--- src/design/rmd160_pkg.sv ---
// package for the ripemd-160 stream hasher
// holds constants, step tables and the word/result types; no dependencies
`default_nettype none
package rmd160_pkg;
    localparam int QueueDepth = 4;

    typedef struct packed {
        logic [7:0] data_byte;
        logic       byte_valid;
        logic       end_of_message;
    } in_word_t;

    typedef struct packed {
        logic [31:0] digest_word;
        logic [2:0]  word_index;
        logic        last_word;
    } out_word_t;

    localparam logic [31:0] H0 = 32'h67452301;
    localparam logic [31:0] H1 = 32'hefcdab89;
    localparam logic [31:0] H2 = 32'h98badcfe;
    localparam logic [31:0] H3 = 32'h10325476;
    localparam logic [31:0] H4 = 32'hc3d2e1f0;

    function automatic logic [3:0] sel_l(input logic [6:0] j);
        logic [319:0] t;
        t = {4'd0,4'd1,4'd2,4'd3,4'd4,4'd5,4'd6,4'd7,4'd8,4'd9,4'd10,4'd11,4'd12,4'd13,4'd14,
             4'd15,
             4'd7,4'd4,4'd13,4'd1,4'd10,4'd6,4'd15,4'd3,4'd12,4'd0,4'd9,4'd5,4'd2,4'd14,4'd11,
             4'd8,
             4'd3,4'd10,4'd14,4'd4,4'd9,4'd15,4'd8,4'd1,4'd2,4'd7,4'd0,4'd6,4'd13,4'd11,4'd5,
             4'd12,
             4'd1,4'd9,4'd11,4'd10,4'd0,4'd8,4'd12,4'd4,4'd13,4'd3,4'd7,4'd15,4'd14,4'd5,4'd6,
             4'd2,
             4'd4,4'd0,4'd5,4'd9,4'd7,4'd12,4'd2,4'd10,4'd14,4'd1,4'd3,4'd8,4'd11,4'd6,4'd15,
             4'd13};
        return t[319 - 4 * j -: 4];
    endfunction

    function automatic logic [3:0] sel_r(input logic [6:0] j);
        logic [319:0] t;
        t = {4'd5,4'd14,4'd7,4'd0,4'd9,4'd2,4'd11,4'd4,4'd13,4'd6,4'd15,4'd8,4'd1,4'd10,4'd3,
             4'd12,
             4'd6,4'd11,4'd3,4'd7,4'd0,4'd13,4'd5,4'd10,4'd14,4'd15,4'd8,4'd12,4'd4,4'd9,4'd1,
             4'd2,
             4'd15,4'd5,4'd1,4'd3,4'd7,4'd14,4'd6,4'd9,4'd11,4'd8,4'd12,4'd2,4'd10,4'd0,4'd4,
             4'd13,
             4'd8,4'd6,4'd4,4'd1,4'd3,4'd11,4'd15,4'd0,4'd5,4'd12,4'd2,4'd13,4'd9,4'd7,4'd10,
             4'd14,
             4'd12,4'd15,4'd10,4'd4,4'd1,4'd5,4'd8,4'd7,4'd6,4'd2,4'd13,4'd14,4'd0,4'd3,4'd9,
             4'd11};
        return t[319 - 4 * j -: 4];
    endfunction

    function automatic logic [3:0] rot_l(input logic [6:0] j);
        logic [319:0] t;
        t = {4'd11,4'd14,4'd15,4'd12,4'd5,4'd8,4'd7,4'd9,4'd11,4'd13,4'd14,4'd15,4'd6,4'd7,
             4'd9,4'd8,
             4'd7,4'd6,4'd8,4'd13,4'd11,4'd9,4'd7,4'd15,4'd7,4'd12,4'd15,4'd9,4'd11,4'd7,
             4'd13,4'd12,
             4'd11,4'd13,4'd6,4'd7,4'd14,4'd9,4'd13,4'd15,4'd14,4'd8,4'd13,4'd6,4'd5,4'd12,
             4'd7,4'd5,
             4'd11,4'd12,4'd14,4'd15,4'd14,4'd15,4'd9,4'd8,4'd9,4'd14,4'd5,4'd6,4'd8,4'd6,
             4'd5,4'd12,
             4'd9,4'd15,4'd5,4'd11,4'd6,4'd8,4'd13,4'd12,4'd5,4'd12,4'd13,4'd14,4'd11,4'd8,
             4'd5,4'd6};
        return t[319 - 4 * j -: 4];
    endfunction

    function automatic logic [3:0] rot_r(input logic [6:0] j);
        logic [319:0] t;
        t = {4'd8,4'd9,4'd9,4'd11,4'd13,4'd15,4'd15,4'd5,4'd7,4'd7,4'd8,4'd11,4'd14,4'd14,
             4'd12,4'd6,
             4'd9,4'd13,4'd15,4'd7,4'd12,4'd8,4'd9,4'd11,4'd7,4'd7,4'd12,4'd7,4'd6,4'd15,
             4'd13,4'd11,
             4'd9,4'd7,4'd15,4'd11,4'd8,4'd6,4'd6,4'd14,4'd12,4'd13,4'd5,4'd14,4'd13,4'd13,
             4'd7,4'd5,
             4'd15,4'd5,4'd8,4'd11,4'd14,4'd14,4'd6,4'd14,4'd6,4'd9,4'd12,4'd9,4'd12,4'd5,
             4'd15,4'd8,
             4'd8,4'd5,4'd12,4'd9,4'd12,4'd5,4'd14,4'd6,4'd8,4'd13,4'd6,4'd5,4'd15,4'd13,
             4'd11,4'd11};
        return t[319 - 4 * j -: 4];
    endfunction

    function automatic logic [31:0] add_l(input logic [2:0] g);
        case (g)
            3'd0: return 32'h00000000;
            3'd1: return 32'h5a827999;
            3'd2: return 32'h6ed9eba1;
            3'd3: return 32'h8f1bbcdc;
            default: return 32'ha953fd4e;
        endcase
    endfunction

    function automatic logic [31:0] add_r(input logic [2:0] g);
        case (g)
            3'd0: return 32'h50a28be6;
            3'd1: return 32'h5c4dd124;
            3'd2: return 32'h6d703ef3;
            3'd3: return 32'h7a6d76e9;
            default: return 32'h00000000;
        endcase
    endfunction

    function automatic logic [31:0] mix(input logic [2:0] g, input logic [31:0] x,
                                        input logic [31:0] y, input logic [31:0] z);
        case (g)
            3'd0: return x ^ y ^ z;
            3'd1: return (x & y) | (~x & z);
            3'd2: return (x | ~y) ^ z;
            3'd3: return (x & z) | (y & ~z);
            default: return x ^ (y | ~z);
        endcase
    endfunction

    function automatic logic [31:0] rotl(input logic [31:0] v, input logic [3:0] n);
        logic [63:0] d;
        d = {v, v} << n;
        return d[63:32];
    endfunction
endpackage
`default_nettype wire

--- src/design/rmd160_if.sv ---
// valid/ready channel carrying one payload word
// depends on nothing; payload type is a parameter
`default_nettype none
interface rmd160_if #(parameter type payload_t = logic) ();
    logic     valid;
    logic     ready;
    payload_t payload;
    modport source (output valid, output payload, input ready);
    modport sink (input valid, input payload, output ready);
endinterface
`default_nettype wire

--- src/design/rmd160_queue.sv ---
// short fifo between the byte front end and the compression back end
// depends on rmd160_pkg
`default_nettype none
module rmd160_queue (
    input  wire logic                 clk,
    input  wire logic                 rst_n,
    input  wire logic                 push,
    input  wire rmd160_pkg::in_word_t push_data,
    output logic                      full,
    input  wire logic                 pop,
    output rmd160_pkg::in_word_t      pop_data,
    output logic                      empty
);
    import rmd160_pkg::*;
    localparam int AW = $clog2(QueueDepth);
    in_word_t       mem_reg [QueueDepth];
    logic [AW-1:0]  wr_reg, rd_reg;
    logic [AW:0]    cnt_reg;

    assign full     = cnt_reg == (AW+1)'(QueueDepth);
    assign empty    = cnt_reg == '0;
    assign pop_data = mem_reg[rd_reg];

    always_ff @(posedge clk)
    begin
        if (push)
        begin
            mem_reg[wr_reg] <= push_data;
        end
    end

    always_ff @(posedge clk or negedge rst_n)
    begin
        if (!rst_n)
        begin
            wr_reg  <= '0;
            rd_reg  <= '0;
            cnt_reg <= '0;
        end
        else
        begin
            if (push)
            begin
                wr_reg <= wr_reg + 1'b1;
            end
            if (pop)
            begin
                rd_reg <= rd_reg + 1'b1;
            end
            cnt_reg <= cnt_reg + (AW+1)'(push) - (AW+1)'(pop);
        end
    end
endmodule
`default_nettype wire

--- src/design/rmd160_engine.sv ---
// back end: block store, padding, 80-step two-line compression and digest output
// depends on rmd160_pkg
`default_nettype none
module rmd160_engine (
    input  wire logic                  clk,
    input  wire logic                  rst_n,
    input  wire logic                  q_empty,
    input  wire rmd160_pkg::in_word_t  q_data,
    output logic                       q_pop,
    output logic                       out_valid,
    input  wire logic                  out_ready,
    output rmd160_pkg::out_word_t      out_data
);
    import rmd160_pkg::*;

    localparam logic [2:0] S_TAKE = 3'd0;
    localparam logic [2:0] S_PAD  = 3'd1;
    localparam logic [2:0] S_RUN  = 3'd2;
    localparam logic [2:0] S_FIN  = 3'd3;
    localparam logic [2:0] S_EMIT = 3'd4;

    logic [2:0]   state_reg;
    logic [5:0]   fill_reg;
    logic [63:0]  len_reg;
    logic         final_reg;
    logic         lenblk_reg;
    logic         done_reg;
    logic [6:0]   step_reg;
    logic [2:0]   widx_reg;
    logic [31:0]  w_reg [16];
    logic [31:0]  h_reg [5];
    logic [31:0]  la_reg, lb_reg, lc_reg, ld_reg, le_reg;
    logic [31:0]  ra_reg, rb_reg, rc_reg, rd_reg, re_reg;

    logic [2:0]   grp;
    logic [31:0]  tl, tr;
    logic [31:0]  pad_word;
    logic [63:0]  len_next;

    assign grp   = (step_reg < 7'd16) ? 3'd0 : (step_reg < 7'd32) ? 3'd1 :
                   (step_reg < 7'd48) ? 3'd2 : (step_reg < 7'd64) ? 3'd3 : 3'd4;
    assign tl    = rotl(la_reg + mix(grp, lb_reg, lc_reg, ld_reg) + w_reg[sel_l(step_reg)]
                   + add_l(grp), rot_l(step_reg)) + le_reg;
    assign tr    = rotl(ra_reg + mix(3'd4 - grp, rb_reg, rc_reg, rd_reg)
                   + w_reg[sel_r(step_reg)] + add_r(grp), rot_r(step_reg)) + re_reg;
    assign q_pop = (state_reg == S_TAKE) && !q_empty;
    assign len_next = len_reg + {60'd0, q_data.byte_valid, 3'b000};

    assign out_valid = state_reg == S_EMIT;
    assign out_data.digest_word = h_reg[widx_reg];
    assign out_data.word_index  = widx_reg;
    assign out_data.last_word   = widx_reg == 3'd4;

    always_comb
    begin
        pad_word = w_reg[fill_reg[5:2]];
        case (fill_reg[1:0])
            2'd0: pad_word = 32'h00000080;
            2'd1: pad_word = {16'h0, 8'h80, pad_word[7:0]};
            2'd2: pad_word = {8'h0, 8'h80, pad_word[15:0]};
            default: pad_word = {8'h80, pad_word[23:0]};
        endcase
    end

    always_ff @(posedge clk)
    begin
        case (state_reg)
            S_TAKE:
            begin
                if (q_pop && q_data.byte_valid)
                begin
                    w_reg[fill_reg[5:2]][8*fill_reg[1:0] +: 8] <= q_data.data_byte;
                end
            end
            S_PAD:
            begin
                for (int i = 0; i < 16; i++)
                begin
                    if (i >= 14 && (lenblk_reg || fill_reg < 6'd56))
                    begin
                        w_reg[i] <= (i == 14) ? len_reg[31:0] : len_reg[63:32];
                    end
                    else if (lenblk_reg)
                    begin
                        w_reg[i] <= '0;
                    end
                    else if (4'(i) == fill_reg[5:2])
                    begin
                        w_reg[i] <= pad_word;
                    end
                    else if (4'(i) > fill_reg[5:2])
                    begin
                        w_reg[i] <= '0;
                    end
                end
            end
            default:
            begin
            end
        endcase
        if (state_reg == S_RUN)
        begin
            la_reg <= le_reg; le_reg <= ld_reg; ld_reg <= rotl(lc_reg, 4'd10);
            lc_reg <= lb_reg; lb_reg <= tl;
            ra_reg <= re_reg; re_reg <= rd_reg; rd_reg <= rotl(rc_reg, 4'd10);
            rc_reg <= rb_reg; rb_reg <= tr;
        end
        else
        begin
            la_reg <= h_reg[0]; lb_reg <= h_reg[1]; lc_reg <= h_reg[2];
            ld_reg <= h_reg[3]; le_reg <= h_reg[4];
            ra_reg <= h_reg[0]; rb_reg <= h_reg[1]; rc_reg <= h_reg[2];
            rd_reg <= h_reg[3]; re_reg <= h_reg[4];
        end
    end

    always_ff @(posedge clk or negedge rst_n)
    begin
        if (!rst_n)
        begin
            state_reg  <= S_TAKE;
            fill_reg   <= '0;
            len_reg    <= '0;
            final_reg  <= 1'b0;
            lenblk_reg <= 1'b0;
            done_reg   <= 1'b0;
            step_reg   <= '0;
            widx_reg   <= '0;
            h_reg[0] <= H0; h_reg[1] <= H1; h_reg[2] <= H2; h_reg[3] <= H3; h_reg[4] <= H4;
        end
        else
        begin
            case (state_reg)
                S_TAKE:
                begin
                    if (q_pop)
                    begin
                        len_reg   <= len_next;
                        final_reg <= q_data.end_of_message;
                        step_reg  <= '0;
                        if (q_data.byte_valid)
                        begin
                            fill_reg <= fill_reg + 6'd1;
                        end
                        if (q_data.byte_valid && fill_reg == 6'd63)
                        begin
                            state_reg <= S_RUN;
                        end
                        else if (q_data.end_of_message)
                        begin
                            state_reg <= S_PAD;
                        end
                    end
                end
                S_PAD:
                begin
                    step_reg <= '0;
                    state_reg <= S_RUN;
                    if (!lenblk_reg && fill_reg >= 6'd56)
                    begin
                        lenblk_reg <= 1'b1;
                    end
                    else
                    begin
                        lenblk_reg <= 1'b0;
                        final_reg  <= 1'b0;
                        widx_reg   <= '0;
                        done_reg   <= 1'b1;
                    end
                end
                S_RUN:
                begin
                    step_reg <= step_reg + 7'd1;
                    if (step_reg == 7'd79)
                    begin
                        state_reg <= S_FIN;
                    end
                end
                S_FIN:
                begin
                    h_reg[0] <= h_reg[1] + lc_reg + rd_reg;
                    h_reg[1] <= h_reg[2] + ld_reg + re_reg;
                    h_reg[2] <= h_reg[3] + le_reg + ra_reg;
                    h_reg[3] <= h_reg[4] + la_reg + rb_reg;
                    h_reg[4] <= h_reg[0] + lb_reg + rc_reg;
                    if (final_reg || lenblk_reg)
                    begin
                        state_reg <= S_PAD;
                    end
                    else if (done_reg)
                    begin
                        state_reg <= S_EMIT;
                    end
                    else
                    begin
                        state_reg <= S_TAKE;
                    end
                end
                S_EMIT:
                begin
                    if (out_ready)
                    begin
                        if (widx_reg == 3'd4)
                        begin
                            widx_reg  <= '0;
                            done_reg  <= 1'b0;
                            state_reg <= S_TAKE;
                            fill_reg  <= '0;
                            len_reg   <= '0;
                            h_reg[0] <= H0; h_reg[1] <= H1; h_reg[2] <= H2;
                            h_reg[3] <= H3; h_reg[4] <= H4;
                        end
                        else
                        begin
                            widx_reg <= widx_reg + 3'd1;
                        end
                    end
                end
                default:
                begin
                    state_reg <= S_TAKE;
                end
            endcase
        end
    end
endmodule
`default_nettype wire

--- src/design/ripemd160_stream_hasher_core.sv ---
// ripemd-160 stream hasher top level: byte queue front and compression back end
// depends on rmd160_pkg, rmd160_if, rmd160_queue, rmd160_engine
//
// usage: message bytes enter one word at a time on in_ch (data_byte, byte_valid,
// end_of_message); a word with byte_valid low and end_of_message low is ignored.
// the front end buffers words in a four-entry queue, so in_ch takes up to four
// words while a block is compressed. the back end takes one word per cycle while
// it fills a block; every 64th byte starts one compression of 80 steps of the
// two-line round unit plus a fold into the chaining words, which does not overlap
// filling, so the back end takes no word while a block is compressed. the end word
// pads the block (one or two extra compressions); the first digest word is ready
// when the last compression is folded, after one more compression when the
// length needs a block of its own. five digest words then leave on
// out_ch, one per cycle, index 0 first, last_word on index 4; each waits while
// out_ready is low, and the queue fills behind it. reset loads the standard
// initial chaining words and clears the fill position, length and queue; the
// block then starts a new message.
`default_nettype none
module ripemd160_stream_hasher_core (
    input  wire logic clk,
    input  wire logic rst_n,
    rmd160_if.sink    in_ch,
    rmd160_if.source  out_ch
);
    import rmd160_pkg::*;
    logic     full, empty, pop;
    in_word_t qd;
    in_word_t pd;

    assign pd.data_byte      = in_ch.payload.data_byte;
    assign pd.byte_valid     = in_ch.payload.byte_valid;
    assign pd.end_of_message = in_ch.payload.end_of_message;
    assign in_ch.ready = !full;

    rmd160_queue u_queue (
        .clk(clk), .rst_n(rst_n),
        .push(in_ch.valid && !full && (pd.byte_valid || pd.end_of_message)),
        .push_data(pd), .full(full),
        .pop(pop), .pop_data(qd), .empty(empty)
    );

    rmd160_engine u_engine (
        .clk(clk), .rst_n(rst_n),
        .q_empty(empty), .q_data(qd), .q_pop(pop),
        .out_valid(out_ch.valid), .out_ready(out_ch.ready), .out_data(out_ch.payload)
    );
endmodule
`default_nettype wire

--- src/flat_wrapper.sv ---
// flat-port wrapper written by rule: the top's interface ports become plain ports
module ripemd160_stream_hasher_core_flat import rmd160_pkg::*;
  (clk, rst_n, in_ch_valid, in_ch_payload, in_ch_ready, out_ch_valid, out_ch_payload, out_ch_ready);
  rmd160_if #(.payload_t(in_word_t)) in_ch_i ();
  rmd160_if #(.payload_t(out_word_t)) out_ch_i ();
  input  wire logic clk;
  input  wire logic rst_n;
  input wire logic [$bits(in_ch_i.valid)-1:0] in_ch_valid;
  input wire logic [$bits(in_ch_i.payload)-1:0] in_ch_payload;
  output wire logic [$bits(in_ch_i.ready)-1:0] in_ch_ready;
  output wire logic [$bits(out_ch_i.valid)-1:0] out_ch_valid;
  output wire logic [$bits(out_ch_i.payload)-1:0] out_ch_payload;
  input wire logic [$bits(out_ch_i.ready)-1:0] out_ch_ready;
  assign in_ch_i.valid = in_ch_valid;
  assign in_ch_i.payload = in_ch_payload;
  assign in_ch_ready = in_ch_i.ready;
  assign out_ch_valid = out_ch_i.valid;
  assign out_ch_payload = out_ch_i.payload;
  assign out_ch_i.ready = out_ch_ready;
  ripemd160_stream_hasher_core u_core (.clk(clk), .rst_n(rst_n), .in_ch(in_ch_i), .out_ch(out_ch_i));
endmodule
--- config.mk ---
export PLATFORM = sky130hd
export DESIGN_NAME = ripemd160_stream_hasher_core_flat
export DESIGN_NICKNAME = d
export VERILOG_FILES = /design/src/design/rmd160_pkg.sv /design/src/design/rmd160_if.sv /design/src/design/rmd160_queue.sv /design/src/design/rmd160_engine.sv /design/src/design/ripemd160_stream_hasher_core.sv /design/src/flat_wrapper.sv
export SDC_FILE = /design/constraint.sdc
export NUM_CORES = 2
export LEC_CHECK = 0
export BUFFER_PORTS_ARGS = -buffer_cell sky130_fd_sc_hd__buf_2
export CAP_MARGIN = 20
export CORE_ASPECT_RATIO = 1.25
export CORE_UTILIZATION = 50
export DETAILED_ROUTE_END_ITERATION = 16
export PLACE_DENSITY = 0.71
export SLEW_MARGIN = 30
export SYNTH_ARGS = -nofsm -noshare
export SYNTH_HDL_FRONTEND = slang
export SYNTH_SLANG_ARGS = --single-unit
--- constraint.sdc ---
create_clock -name clk -period 10.3 [get_ports clk]
set_input_delay 1.03 -clock clk [delete_from_list [all_inputs] [get_ports clk]]
set_output_delay 1.03 -clock clk [all_outputs]
set_load 0.02 [all_outputs]
==> impl_metrics.py <==
metrics = {
    "floorplanning": {
        "dieArea_sq_um": 173600,
        "dieWidth_um": 372.8,
        "rows": 169,
        "die_y_um": 465.5,
        "core_area_sq_um": 170200,
        "start_util": 0.5049,
        "pin_count": 52,
    },
    "yosys": {
        "synth_largest_area_cell": "edfxtp_1",
        "avgSynthCellArea_sq_um": 8.613,
        "synth.area.top_cells": "edfxtp_1, dfxtp_1, nand2_1, fa_1, ha_1",
        "yosysWarnings": 0,
        "synth_seq_cells": 1122,
        "ys_types": 100,
        "synth_cells": 9979,
        "yosysTopAreaCellShare": 0.1586,
        "synth_edf_count": 454,
        "syn_nets": 10639,
        "synthArstFlopShare": 0.2228,
        "synthesis.area_sq_um": 85950,
        "yosysSeqAreaShare": 0.3299,
        "synth_flop_cell": "edfxtp_1",
    },
    "clocking": {
        "numCtsBuffers": 119,
        "clk_path_buf_depth": 3,
        "insertion_delay_ps": 810,
        "cts_root_buffer": "clkbuf_16",
        "h-tree-depth": 3,
        "path_clk_slew_ps": 70,
        "cts_sinks": 1122,
        "cts_hold_buffers": 0,
        "cts_tree": "built",
    },
    "detailed_routing": {
        "first_pass_iters": 7,
        "wl_met3_mm": 40.34,
        "drc": 0,
        "dr.max_layer_used": "met5",
        "ant_nets": 0,
        "met1_length_mm": 132.9,
        "routed_wl_mm": 394.5,
        "met2_length_mm": 176.6,
        "post_drt_wl_per_cell_um": 30.66,
        "vias_per_cell": 6.671,
        "drt_iter0_markers": 11617,
        "vias": 85841,
    },
    "sta": {
        "finalCritPeriodShare": 1.002,
        "final.min_clock_period_ps": 10320,
        "finalHoldViolations": 0,
        "worst_pin_slew_ps": 1110,
        "relSlewSlack": 0.2558,
        "setup_viol": 4,
        "fmax_mhz": 96.86,
        "rsz0062_at_grt": "true",
        "hold_ws_ps": 260.6,
        "worst_clock_skew_ps": 48.55,
        "maxSlewViolCount": 0,
        "fin_ws_ps": -24.50,
    },
    "layout": {
        "final_nets": 11194,
        "drive_above_1_share": 0.1797,
        "design_area_sq_um": 101200,
        "largest_register_ffs": 512,
        "fin_util": 0.5943,
        "areaGrowthSynthToFinish_pct": 17.69,
    },
    "setup_path": {
        "cp_data_arrival_time_ps": 10970,
        "critPathMostFrequentCell": "buf_4",
        "cp-start-kind": "flip-flop",
        "path_class": "flip-flop to flip-flop",
        "r2r-end": "u_core.u_engine.lb_reg[31]",
        "rr_worst_depth": 50,
        "cp-end-kind": "flip-flop",
        "slowest_delay_ps": 530,
        "critPathSlowestCell": "or4_4",
        "ff2ff_setup_slack_ps": -20,
        "timing.rr.start": "u_core.u_engine.step_reg[0]",
        "critPathMaxFanout": 9,
        "required_ps": 10950,
    },
    "grt": {
        "grt.total_usage": 0.4415,
        "grt_pass1_vias": 83180,
        "grt_pass1_wl_mm": 562.9,
        "grt_start_max_net_pins": 97,
        "grt_overflow": 0,
        "antenna_found_initial": 18,
    },
    "hold_path": {
        "hold_class": "primary input to asynchronous set/reset pin",
    },
    "run_status": {
        "status": "finished, violations left",
        "violations": "setup timing",
    },
    "placement": {
        "hpwl_mm": 294.7,
        "gp_congestion": 1.075,
        "io_buffers": 51,
        "placed_cell_area_sq_um": 95110,
    },
    "job": {
        "cap_violations": 0,
    },
}
## worst max-delay path by stage
stage,startpoint,endpoint,slack [ps],cells past startpoint
6_report,u_core.u_engine.step_reg[0],u_core.u_engine.lb_reg[31],-20,50
5_1_grt,u_core.u_engine.step_reg[5],u_core.u_engine.lb_reg[31],-370,52
4_1_cts,u_core.u_engine.step_reg[0],u_core.u_engine.lb_reg[29],7,49
3_5_place_dp,u_core.u_engine.step_reg[5],u_core.u_engine.lb_reg[30],-1690,49
3_3_place_gp,u_core.u_engine.step_reg[5],u_core.u_engine.lb_reg[30],-1790,49
2_1_floorplan,u_core.u_engine.step_reg[6],u_core.u_engine.rb_reg[31],20,43
## kinds of logic (layout without fill, tap and decap cells)
logic type               count (synthesis)  after routing  share of synthesized area
multiplexers                           399            399                    0.06983
adder cells (fa/ha/maj)                646            646                     0.1189
XOR/XNOR                               481            481                    0.04902
AO/OA/AOI/OAI                         2837           2838                     0.2099
AND/OR/NAND/NOR                       3418           3418                     0.1739
buffers and inverters                 1076           1734                    0.04852
other                                    0              6                          0
flip-flops                            1122           1122                     0.3299
## cell type report
cell class / instances / area (sq um)
fill: 14804 / 69070
multi-input combinational: 7782 / 55040
sequential: 1122 / 28380
timing repair buffer: 1134 / 9472
clock buffer: 158 / 3357
tap: 2223 / 2781
inverter: 375 / 1415
clock inverter: 67 / 691.9
antenna: 6 / 15.01
## per-layer routing
layer | vias up | GRT usage
li1 | 36987 | -
met1 | 41356 | 0.4978
met2 | 5790 | 0.7046
met3 | 1696 | 0.09116
met4 | 12 | 0.4068
met5 | - | 0
## through the flow
stage               setup TNS, ps  setup slack, ps  std cells
CTS                             0            7.498      12832
detailed placement         -28520            -1687      12584
global placement           -31230            -1794      12583
floorplan                       0            15.05       9979
global route                -2414           -374.9      12863
finish                     -68.07           -24.50      12867
## Yosys cell counts (all sizes together), types with 12 or more instances
cell        n
o21bai     43
a31o       13
a21oi     678
or3        89
a22o       19
xor2      166
dfstp      80
a221oi     40
a31oi     172
ha        361
and3      157
nand4      50
nand3     109
mux2       19
or2        28
nor4       12
a211oi    303
nor2      640
clkbuf    583
nor3       92
o211ai     34
o22ai     330
a2111oi    15
fa        285
and2      180
a221o      28
a311oi    128
o21ai     632
buf       118
a21o      130
inv       374
a21boi     13
dfrtp     170
mux2i     222
nand2    1860
o21a       58
o31ai      34
nor2b     101
nand2b     66
mux4      158
xnor2     315
a22oi      35
dfxtp     418
edfxtp    454
a211o      15
## cells in the final DEF (no fill, tap or decap), types with 157 or more instances in the layout
cell	count
ha_1	349
and2_1	162
o21ai_0	577
a31oi_1	166
dfxtp_1	418
nand2_1	1846
a211oi_1	279
xnor2_1	312
inv_1	366
dfrtp_1	158
mux4_2	157
o22ai_1	328
mux2i_1	211
nor2_1	619
a21oi_1	634
fa_1	279
xor2_1	164
edfxtp_1	454
buf_4	992
## what timing repair did
item	in CTS	in global routing
setup buffers	18	26
setup endpoints to repair	43	29
gates cloned	6	7
resized for setup	130	160
pin swaps	42	84
## worst max-delay path: cells and delay by family, from the launching register on
family,cells,cell delay [ps]
compound gates,21,3950
flops,1,430
buf+inv,14,1870
fa+ha+maj,5,1640
mux,2,250
simple gates,8,1940
Power is not shown: default switching activity piles up to over one toggle a cycle in this logic, so the estimate is an artifact.
